==> config.mk <==
export PLATFORM = sky130hd
export DESIGN_NAME = styled_line_rasterizer_flat
export DESIGN_NICKNAME = d
export VERILOG_FILES = /design/src/design/slr_pkg.sv /design/src/design/slr_in_if.sv /design/src/design/slr_out_if.sv /design/src/design/styled_line_rasterizer.sv /design/src/flat_wrapper.sv
export SDC_FILE = /design/constraint.sdc
export NUM_CORES = 1
export LEC_CHECK = 0
export BUFFER_PORTS_ARGS = -buffer_cell sky130_fd_sc_hd__buf_2
export CORE_ASPECT_RATIO = 0.6
export CORE_MARGIN = 4
export CORE_UTILIZATION = 60
export DETAILED_ROUTE_END_ITERATION = 8
export HOLD_SLACK_MARGIN = 0.1
export PLACE_DENSITY_LB_ADDON = 0.08
export SYNTH_ARGS = -nofsm -noshare
export SYNTH_HDL_FRONTEND = slang
export SYNTH_SLANG_ARGS = --single-unit
==> constraint.sdc <==
create_clock -name clk -period 7 [get_ports clk]
set_input_delay 0.35 -clock clk [delete_from_list [all_inputs] [get_ports clk]]
set_output_delay 0.35 -clock clk [all_outputs]
set_load 0.005 [all_outputs]
==> src/design/slr_pkg.sv <==
// slr_pkg: shared types and codes for the styled line rasterizer
// no dependencies; used by the rasterizer top level and its checker
`default_nettype none

package slr_pkg;

  // line style register
  typedef logic [1:0] style_t;

  localparam style_t STYLE_DASHED = 2'd0;
  localparam style_t STYLE_DOTTED = 2'd1;
  localparam style_t STYLE_CENTER = 2'd2;

  // request kind
  localparam logic KIND_START = 1'b0;
  localparam logic KIND_STEP  = 1'b1;

  // pattern thresholds on the step index
  localparam logic [3:0] DASH_LAST_ON   = 4'd8;
  localparam logic [3:0] CENTER_LAST_ON = 4'd4;
  localparam logic [2:0] CENTER_DOT     = 3'd2;
  localparam logic [2:0] DOT_ON         = 3'd0;

endpackage

`default_nettype wire

==> src/design/slr_in_if.sv <==
// slr_in_if: request channel of the styled line rasterizer
// valid/ready handshake with start/step kind and two endpoints; no dependencies
`default_nettype none

interface slr_in_if #(
  parameter int COORD_BITS = 11
) ();
  logic                         valid;
  logic                         ready;
  logic                         kind;
  logic signed [COORD_BITS-1:0] x_from;
  logic signed [COORD_BITS-1:0] y_from;
  logic signed [COORD_BITS-1:0] x_to;
  logic signed [COORD_BITS-1:0] y_to;

  modport source (output valid, kind, x_from, y_from, x_to, y_to, input ready);
  modport sink   (input valid, kind, x_from, y_from, x_to, y_to, output ready);
endinterface

`default_nettype wire

==> src/design/slr_out_if.sv <==
// slr_out_if: pixel result channel of the styled line rasterizer
// valid/ready handshake with pixel coordinates and flags; no dependencies
`default_nettype none

interface slr_out_if #(
  parameter int COORD_BITS = 11
) ();
  logic                         valid;
  logic                         ready;
  logic signed [COORD_BITS-1:0] pixel_x;
  logic signed [COORD_BITS-1:0] pixel_y;
  logic                         plot;
  logic                         valid_res;
  logic                         last;

  modport source (output valid, pixel_x, pixel_y, plot, valid_res, last, input ready);
  modport sink   (input valid, pixel_x, pixel_y, plot, valid_res, last, output ready);
endinterface

`default_nettype wire

==> src/design/styled_line_rasterizer.sv <==
// styled_line_rasterizer: Bresenham line walker with a dash pattern
// depends on slr_pkg, slr_in_if and slr_out_if
//
// usage:
//   in_chan carries requests. a start request (kind = start) loads both
//   endpoints and returns the start pixel, always plotted. each step request
//   returns the next pixel along the major axis, with plot taken from the
//   style register and the step count, and last set on the endpoint.
//   a step with no line in progress returns valid_res = 0 and zero fields.
//   out_chan carries one result per request, in request order.
//   cfg_we / cfg_wdata write the line style (dashed, dotted, center); the
//   style is sampled at every step, so write it only while the block is idle.
// timing:
//   a request's result is registered and offered in the cycle after it is
//   taken. throughput is one request per cycle while out_chan is not stalled;
//   the line state update and the result both come from one short combinational
//   pass (delta abs and compare on start, one error add and coordinate increment on step).
//   a single output register parts the two sides: in_chan.ready is high
//   whenever that register is empty or being drained by out_chan.ready.
// reset:
//   synchronous active-low rst_n clears the style to dashed, drops any line
//   in progress and empties the output register.
// stall:
//   while out_chan.valid is high and out_chan.ready low, the result holds and
//   no request is taken.
`default_nettype none

module styled_line_rasterizer #(
  parameter int COORD_BITS = 11
) (
  input  wire                  clk,
  input  wire                  rst_n,
  input  wire                  cfg_we,
  input  wire slr_pkg::style_t cfg_wdata,
  slr_in_if.sink               in_chan,
  slr_out_if.source            out_chan
);
  import slr_pkg::*;

  localparam int CB = COORD_BITS;
  localparam int EB = COORD_BITS + 3;  // error term needs two growth bits plus sign

  // configuration
  style_t style_r;

  // line state
  logic [CB-1:0]        cur_x_r, cur_y_r;
  logic signed [EB-1:0] err_r;
  logic [CB-1:0]        maj_r, min_r;
  logic [CB-1:0]        idx_r, tot_r;
  logic [1:0]           dir_x_r, dir_y_r;  // two's complement -1, 0, +1
  logic                 swap_r;
  logic                 active_r;

  // output register
  logic                 out_valid_r;
  logic [CB-1:0]        out_x_r, out_y_r;
  logic                 out_plot_r, out_vres_r, out_last_r;

  logic accept;

  assign in_chan.ready = !out_valid_r || out_chan.ready;
  assign accept        = in_chan.valid && in_chan.ready;

  // start path: deltas, directions, axis interchange
  logic signed [CB:0] dx, dy;
  logic [CB-1:0]      adx, ady;
  logic [1:0]         sdx, sdy;
  logic               st_swap;
  logic [CB-1:0]      st_maj, st_min;
  logic [EB-1:0]      st_err;

  always_comb begin
    dx      = $signed({in_chan.x_to[CB-1], in_chan.x_to})
            - $signed({in_chan.x_from[CB-1], in_chan.x_from});
    dy      = $signed({in_chan.y_to[CB-1], in_chan.y_to})
            - $signed({in_chan.y_from[CB-1], in_chan.y_from});
    // magnitude of a difference of two coordinates always fits in CB bits
    adx     = dx[CB] ? CB'(-dx) : dx[CB-1:0];
    ady     = dy[CB] ? CB'(-dy) : dy[CB-1:0];
    sdx     = (dx == '0) ? 2'b00 : (dx[CB] ? 2'b11 : 2'b01);
    sdy     = (dy == '0) ? 2'b00 : (dy[CB] ? 2'b11 : 2'b01);
    st_swap = ady > adx;
    st_maj  = st_swap ? ady : adx;
    st_min  = st_swap ? adx : ady;
    st_err  = {2'b00, st_min, 1'b0} - {3'b000, st_maj};
  end

  // step path: one Bresenham iteration
  logic          minor_move, x_move, y_move;
  logic [CB-1:0] step_dx, step_dy;
  logic [CB-1:0] sp_x, sp_y;
  logic [EB-1:0] sp_err;
  logic [CB-1:0] sp_idx;
  logic          sp_last;
  logic          sp_plot;

  always_comb begin
    minor_move = !err_r[EB-1];
    x_move     = swap_r ? minor_move : 1'b1;
    y_move     = swap_r ? 1'b1 : minor_move;
    step_dx    = {{(CB-2){dir_x_r[1]}}, dir_x_r};
    step_dy    = {{(CB-2){dir_y_r[1]}}, dir_y_r};
    sp_x       = cur_x_r + (x_move ? step_dx : '0);
    sp_y       = cur_y_r + (y_move ? step_dy : '0);
    sp_err     = err_r + {2'b00, min_r, 1'b0}
               - (minor_move ? {2'b00, maj_r, 1'b0} : {EB{1'b0}});
    sp_idx     = idx_r + 1'b1;
    sp_last    = sp_idx >= tot_r;
    // pattern phase from the new step count; style read every step
    unique case (style_r)
      STYLE_DASHED: sp_plot = sp_idx[3:0] <= DASH_LAST_ON;
      STYLE_DOTTED: sp_plot = sp_idx[2:0] == DOT_ON;
      STYLE_CENTER: sp_plot = (sp_idx[3:0] <= CENTER_LAST_ON)
                           || (sp_idx[2:0] == CENTER_DOT);
      default:      sp_plot = 1'b0;  // unused style code draws no step pixels
    endcase
  end

  // result selection
  logic [CB-1:0] res_x, res_y;
  logic          res_plot, res_vres, res_last;

  always_comb begin
    res_x    = '0;
    res_y    = '0;
    res_plot = 1'b0;
    res_vres = 1'b0;
    res_last = 1'b0;
    if (in_chan.kind == KIND_START) begin
      res_x    = in_chan.x_from;
      res_y    = in_chan.y_from;
      res_plot = 1'b1;
      res_vres = 1'b1;
      res_last = (st_maj == '0);  // zero-length line ends at once
    end else if (active_r) begin
      res_x    = sp_x;
      res_y    = sp_y;
      res_plot = sp_plot;
      res_vres = 1'b1;
      res_last = sp_last;
    end
  end

  // control state
  always_ff @(posedge clk) begin
    if (!rst_n) begin
      style_r     <= STYLE_DASHED;
      active_r    <= 1'b0;
      out_valid_r <= 1'b0;
    end else begin
      if (cfg_we) begin
        style_r <= cfg_wdata;
      end
      if (accept) begin
        out_valid_r <= 1'b1;
        if (in_chan.kind == KIND_START) begin
          active_r <= (st_maj != '0);
        end else if (active_r && sp_last) begin
          active_r <= 1'b0;
        end
      end else if (out_chan.ready) begin
        out_valid_r <= 1'b0;
      end
    end
  end

  // line state and result payload
  always_ff @(posedge clk) begin
    if (accept) begin
      out_x_r    <= res_x;
      out_y_r    <= res_y;
      out_plot_r <= res_plot;
      out_vres_r <= res_vres;
      out_last_r <= res_last;
      if (in_chan.kind == KIND_START) begin
        cur_x_r <= in_chan.x_from;
        cur_y_r <= in_chan.y_from;
        err_r   <= st_err;
        maj_r   <= st_maj;
        min_r   <= st_min;
        idx_r   <= '0;
        tot_r   <= st_maj;
        dir_x_r <= sdx;
        dir_y_r <= sdy;
        swap_r  <= st_swap;
      end else if (active_r) begin
        cur_x_r <= sp_x;
        cur_y_r <= sp_y;
        err_r   <= sp_err;
        idx_r   <= sp_idx;
      end
    end
  end

  assign out_chan.valid     = out_valid_r;
  assign out_chan.pixel_x   = out_x_r;
  assign out_chan.pixel_y   = out_y_r;
  assign out_chan.plot      = out_plot_r;
  assign out_chan.valid_res = out_vres_r;
  assign out_chan.last      = out_last_r;

endmodule

`default_nettype wire

==> src/flat_wrapper.sv <==
// flat-port wrapper written by rule: the top's interface ports become plain ports
module styled_line_rasterizer_flat import slr_pkg::*;
#(
  parameter int COORD_BITS = 11
)
  (clk, rst_n, cfg_we, cfg_wdata, in_chan_valid, in_chan_kind, in_chan_x_from, in_chan_y_from, in_chan_x_to, in_chan_y_to, in_chan_ready, out_chan_valid, out_chan_pixel_x, out_chan_pixel_y, out_chan_plot, out_chan_valid_res, out_chan_last, out_chan_ready);
  slr_in_if #(.COORD_BITS(COORD_BITS)) in_chan_i ();
  slr_out_if #(.COORD_BITS(COORD_BITS)) out_chan_i ();
  input  wire clk;
  input  wire rst_n;
  input  wire cfg_we;
  input  wire slr_pkg::style_t cfg_wdata;
  input wire logic [$bits(in_chan_i.valid)-1:0] in_chan_valid;
  input wire logic [$bits(in_chan_i.kind)-1:0] in_chan_kind;
  input wire logic [$bits(in_chan_i.x_from)-1:0] in_chan_x_from;
  input wire logic [$bits(in_chan_i.y_from)-1:0] in_chan_y_from;
  input wire logic [$bits(in_chan_i.x_to)-1:0] in_chan_x_to;
  input wire logic [$bits(in_chan_i.y_to)-1:0] in_chan_y_to;
  output wire logic [$bits(in_chan_i.ready)-1:0] in_chan_ready;
  output wire logic [$bits(out_chan_i.valid)-1:0] out_chan_valid;
  output wire logic [$bits(out_chan_i.pixel_x)-1:0] out_chan_pixel_x;
  output wire logic [$bits(out_chan_i.pixel_y)-1:0] out_chan_pixel_y;
  output wire logic [$bits(out_chan_i.plot)-1:0] out_chan_plot;
  output wire logic [$bits(out_chan_i.valid_res)-1:0] out_chan_valid_res;
  output wire logic [$bits(out_chan_i.last)-1:0] out_chan_last;
  input wire logic [$bits(out_chan_i.ready)-1:0] out_chan_ready;
  assign in_chan_i.valid = in_chan_valid;
  assign in_chan_i.kind = in_chan_kind;
  assign in_chan_i.x_from = in_chan_x_from;
  assign in_chan_i.y_from = in_chan_y_from;
  assign in_chan_i.x_to = in_chan_x_to;
  assign in_chan_i.y_to = in_chan_y_to;
  assign in_chan_ready = in_chan_i.ready;
  assign out_chan_valid = out_chan_i.valid;
  assign out_chan_pixel_x = out_chan_i.pixel_x;
  assign out_chan_pixel_y = out_chan_i.pixel_y;
  assign out_chan_plot = out_chan_i.plot;
  assign out_chan_valid_res = out_chan_i.valid_res;
  assign out_chan_last = out_chan_i.last;
  assign out_chan_i.ready = out_chan_ready;
  styled_line_rasterizer #(.COORD_BITS(COORD_BITS)) u_core (.clk(clk), .rst_n(rst_n), .cfg_we(cfg_we), .cfg_wdata(cfg_wdata), .in_chan(in_chan_i), .out_chan(out_chan_i));
endmodule
Word level (Yosys, flattened, before mapping)
Cells that the tools add are included.
{"block": "classes", "n_bitwise": 1, "addsub": 10, "eq_ne": 5, "order_cmp": 4, "n_reduce_logical": 16, "mux": 31}
{"op": "$mux 11", "count": 15}
{"op": "$mux 14", "count": 2}
{"op": "$logic_not 12->1", "count": 2}
{"op": "$sub 11x11->12", "count": 2}
{"op": "$add 11x11->11", "count": 2}
{"op": "$neg 11->11", "count": 2}
{"op": "$add 14x12->14", "count": 1}
{"op": "$sub 14x14->14", "count": 1}
{"op": "$sub 12x11->13", "count": 1}
{"op": "$mux 12", "count": 1}
{"op": "$add 11x1->11 const B", "count": 1}
{"op": "$ge 11x11->1", "count": 1}
{"op": "$gt 11x11->1", "count": 1}
{"op": "$logic_not 11->1", "count": 1}
{"op": "$reduce_bool 11->1", "count": 1}
{"op": "$mux 1", "count": 10}
{"op": "$reduce_and 2->1", "count": 3}
{"op": "$le 4x3->1 const B", "count": 1}
{"op": "$le 4x4->1 const B", "count": 1}
{"op": "$mux 2", "count": 2}
{"op": "$ne 2x1->1 const B", "count": 2}
{"op": "$eq 3x2->1 const B", "count": 1}
{"op": "$logic_not 3->1", "count": 1}
{"op": "$pmux 1 s3", "count": 1}
{"op": "other kinds (8)", "count": 11}
{"block": "word_totals", "inputBits": 52, "reg_bits": 103, "elab_cells": 84}

Depth between registers and ports, before layout
{"block": "logic_depth", "ltp_word": 7, "mapped_depth": 39}

Least setup slack after synthesis
No wires, ideal clock.
{"block": "synth_path", "kind": "input to register", "from": "input port in_chan_y_from[4]", "to": "register u_core.err_r[13], data pin", "path_buffers": 3, "setup_slack_ns": 0.678, "t_arrival_ns": 6.065, "path_stages": 38, "cell_sequence": "inv_1 > ha_1 > buf_4 > a21o_1 > nor3_1 > a21oi_1 > a31o_1 > a31oi_2 > buf_4 > nand2_1 > o21ai_0 > ha_1 > nor2b_1 > o21a_1 > o21a_1 > o21a_1 > o41ai_1 > a21o_1 > (+2 left out) > maj3_4 > clkbuf_1 > nor2_1 > a21oi_1 > inv_1 > fa_1 > nor2b_1 > o21ai_0 > a21oi_1 > o21ai_0 > nand2b_1 > and2_1 > o21ai_0 > nand2b_1 > a21o_1 > a21o_1 > nand2_1 > a32o_1"}
{"block": "synth_via", "elab_chain_cells": 7}
{"item": "start, declared", "line": "flat_wrapper.sv:16", "text": "input wire logic [$bits(in_chan_i.y_from)-1:0] in_chan_y_from;"}
{"item": "$sub 11x11->12 (*)", "line": "styled_line_rasterizer.sv:77", "text": "- $signed({in_chan.y_from[CB-1], in_chan.y_from});"}
{"item": "$neg 11->11", "line": "styled_line_rasterizer.sv:80", "text": "ady = dy[CB] ? CB'(-dy) : dy[CB-1:0];"}
{"item": "$mux 11 (*)", "line": "styled_line_rasterizer.sv:80"}
{"item": "$gt 11x11->1", "line": "styled_line_rasterizer.sv:83", "text": "st_swap = ady > adx;"}
{"item": "$mux 11 (*)", "line": "styled_line_rasterizer.sv:85", "text": "st_min = st_swap ? adx : ady;"}
{"item": "via u_core.st_min[0]", "line": "styled_line_rasterizer.sv:70", "text": "logic [CB-1:0] st_maj, st_min;"}
{"item": "$sub 12x11->13 (*)", "line": "styled_line_rasterizer.sv:86", "text": "st_err = {2'b00, st_min, 1'b0} - {3'b000, st_maj};"}
{"item": "$mux 14 (*)", "line": "styled_line_rasterizer.sv:176", "text": "if (in_chan.kind == KIND_START) begin"}
{"item": "end signal, assigned", "line": "styled_line_rasterizer.sv:179", "text": "err_r <= st_err;"}
{"item": "end signal, assigned", "line": "styled_line_rasterizer.sv:190", "text": "err_r <= sp_err;"}
{"item": "end, declared", "line": "styled_line_rasterizer.sv:48", "text": "logic signed [EB-1:0] err_r;"}
Mark *: on every way through the listed nets, which the timed path passes. The rest lies on a longest branch.
A chain may end at the register's enable or synchronous reset.

Worst setup path after layout
{"block": "layout_path", "from": "input port in_chan_y_from[1]", "to": "register u_core.err_r[13], data pin"}
Same word-level chain as after synthesis.

==> qor.csv <==
metric,value,unit
Antenna Cells,0,
"top cells by area, synth","edfxtp_1 (34%), ha_1 (13%), inv_1 (5.8%)",
compound-gate portion of the synthesized area,0.167,
"commonest non-fill, non-tap cell in the layout",inv_1,
worst clock skew,0.00819,ns
DRT antenna net count,0,
"EDFF count, synth",98,
Worst Tran Pin Value,1.09,ns
clk buf depth,2,
CTS Sinks,102,
endpoints failing hold,0,
IO buf count,78,
Sum Neg Setup Slack,0,ns
vias in the first global route,6534,
Hold Path Class,input port to flip-flop,
Power Total,3940,µW
"Largest stage delay, worst path",0.40,ns
adder-cell share of the synthesized area,0.170,
slew margin rel.,0.270,
CORE AREA,13800,µm²
most area-hungry cell type in the Yosys netlist,edfxtp_1,
Die Ht,100,µm
post-synthesis xor/xnor area fraction,0.0758,
Max Transition Viols Final,0,
Yosys cell types,69,
crit path time final,6.50,ns
post-synthesis mux area share,0.0102,
"Core Util, Final",0.693,
Min Hold Slack,0.246,ns
Iter 0 DRT Violations,624,
Max VDD drop,307,µV
Critical Path Fanout Max,9,
"Seq/Total Area, Yosys",0.354,
area grow syn2layout,11.8,%
Via Count,6815,
GRT Util Overall,0.256,
"commonest cells after routing, fill and taps aside","inv_1 (132), edfxtp_1 (98), ha_1 (88), buf_2 (78), nor2_1 (67)",
Final Net Count,1166,
commonest register cell after synthesis,edfxtp_1,
pwr dens,413,nW/µm²
H-tree levels,3,
fin crit share,0.929,
CTS tree,built,
crit path DAT,6.62,ns
clock latency at the later pin of the worst-skew pair,0.35,ns
detailed placement HPWL,15600,µm
maximum clock rate,154,MHz
drt drc,0,
async set-reset flop share out of synthesis,0,
synthesized flop and latch total,102,
outcome,finished clean,
Setup Viol. Count Final,0,
routed length per instance,16.7,µm
Initial Util,0.620,
WP buf/inv,5,
Die Wd,162,µm
number of max-cap violations,0,
Placer Congestion,0.973,
CTS root buffer,clkbuf_16,
first-pass GRT wire length,33300,µm
simple-gate share of the synthesized area,0.153,
total grt overflow,0,
crit path kind,input port to flip-flop,
die area,16300,µm²
"delay-heaviest family, CP",compound AO/OA/AOI/OAI gates,
Critical Path Source Type,input port,
worst-path cell with the longest stage delay,fa_1,
main combinational cell family by area after synthesis,adder cells,
Post-Route WL,20100,µm
Ys Warns,0,
Cells after Synth,920,
Lkg Pwr,0.00432,µW
I/O Pins,79,
Critical Path RT,7.11,ns
FP Rows,33,
crit end category,flip-flop,
largest net degree at the start of global routing,83,
Synth Net Count,1077,
TritonCTS Buffers,9,
DRT Pass-1 Iters,5,
clock-pin slew on the worst setup and hold paths,0.08,ns
Hold Buf Count CTS,0,
RSZ-0062 raised after global routing,no,
post-synth top area share,0.344,
vias per cell,5.65,
cell area after synthesis,8550,µm²
Mean Syn Cell Area,9.29,µm²
initial antenna violation count,0,
share of cells above drive strength 1,0.135,
-- area by class of cell --
type,count,area (µm²)
Tap cell,192,240
Fill cell,1132,4240
Clock inverter,7,57.6
Sequential cell,102,3020
Multi-Input combinational cell,666,4970
Timing Repair Buffer,97,533
Inverter,133,504
Clock buffer,9,225
-- cell usage after synthesis (17+ instances only) --
library cell	number
nor2b_1	19
xor2_1	22
nand3_1	20
and2_1	34
ha_1	88
o21ai_0	54
xnor2_1	52
edfxtp_1	98
a21oi_1	62
fa_1	17
o21a_1	20
nand2_1	54
inv_1	132
nor2_1	68
-- registers in the layout, summed over array words and instances, names as in the netlist, 2 cells and up --
signal / cells
u_core.dir_x_r: 2
u_core.cur_x_r: 11
u_core.out_chan.pixel_y: 11
u_core.dir_y_r: 2
u_core.style_r: 2
u_core.maj_r: 11
u_core.err_r: 13
u_core.out_chan.pixel_x: 11
u_core.min_r: 11
u_core.idx_r: 11
u_core.cur_y_r: 11
-- where the power goes --
group	switching [µW]	internal (µW)
clock	243	246
sequential	45.0	869
combinational	1470	1070
total	1760	2190
-- metal layers --
metal,GRT usage,wire length [µm],vias up
li1,-,-,3382
met1,0.404,10300,3170
met2,0.367,7880,243
met3,0.0572,1750,20
met4,0.0370,152,0
met5,0,0,-
-- worst paths after layout --
path,startpoint,to,slack [ns],cells past startpoint
setup reg to reg,u_core.err_r[13]$_DFFE_PP_,u_core.err_r[13]$_DFFE_PP_,2.53,17
setup / recovery,in_chan_y_from[1],u_core.err_r[13]$_DFFE_PP_,0.50,37
hold reg to reg,u_core.out_chan.valid$_SDFFE_PN0P_,u_core.out_chan.valid$_SDFFE_PN0P_,0.55,2
hold / removal,rst_n,u_core.active_r$_SDFFE_PN0P_,0.25,2
-- cells by family (layout without fill, tap and decap cells) --
| logic type | count (synthesis) | count (layout) |
|---|---|---|
| AO/OA/AOI/OAI | 220 | 220 |
| AND/OR/NAND/NOR | 258 | 258 |
| multiplexers | 8 | 8 |
| buffers and inverters | 152 | 246 |
| flip-flops | 102 | 102 |
| XOR/XNOR | 74 | 74 |
| adder cells (fa/ha/maj) | 106 | 106 |
-- metrics by stage --
stage | area [µm²] | instances | worst slack, ns
after detailed placement | 9210 | 1187 | 0.103
after floorplan | 8550 | 920 | 0.678
after global placement | 9210 | 1187 | 0.308
after CTS | 9490 | 1203 | 0.442
final | 9550 | 1206 | 0.496
after global routing | 9550 | 1206 | 0.0202
-- repair_timing --
item / CTS / global route
buffers inserted: 0 / 3
gates resized for setup: 0 / 7
setup endpoints to repair: 0 / 3
Power figures use the tool's default switching activity.
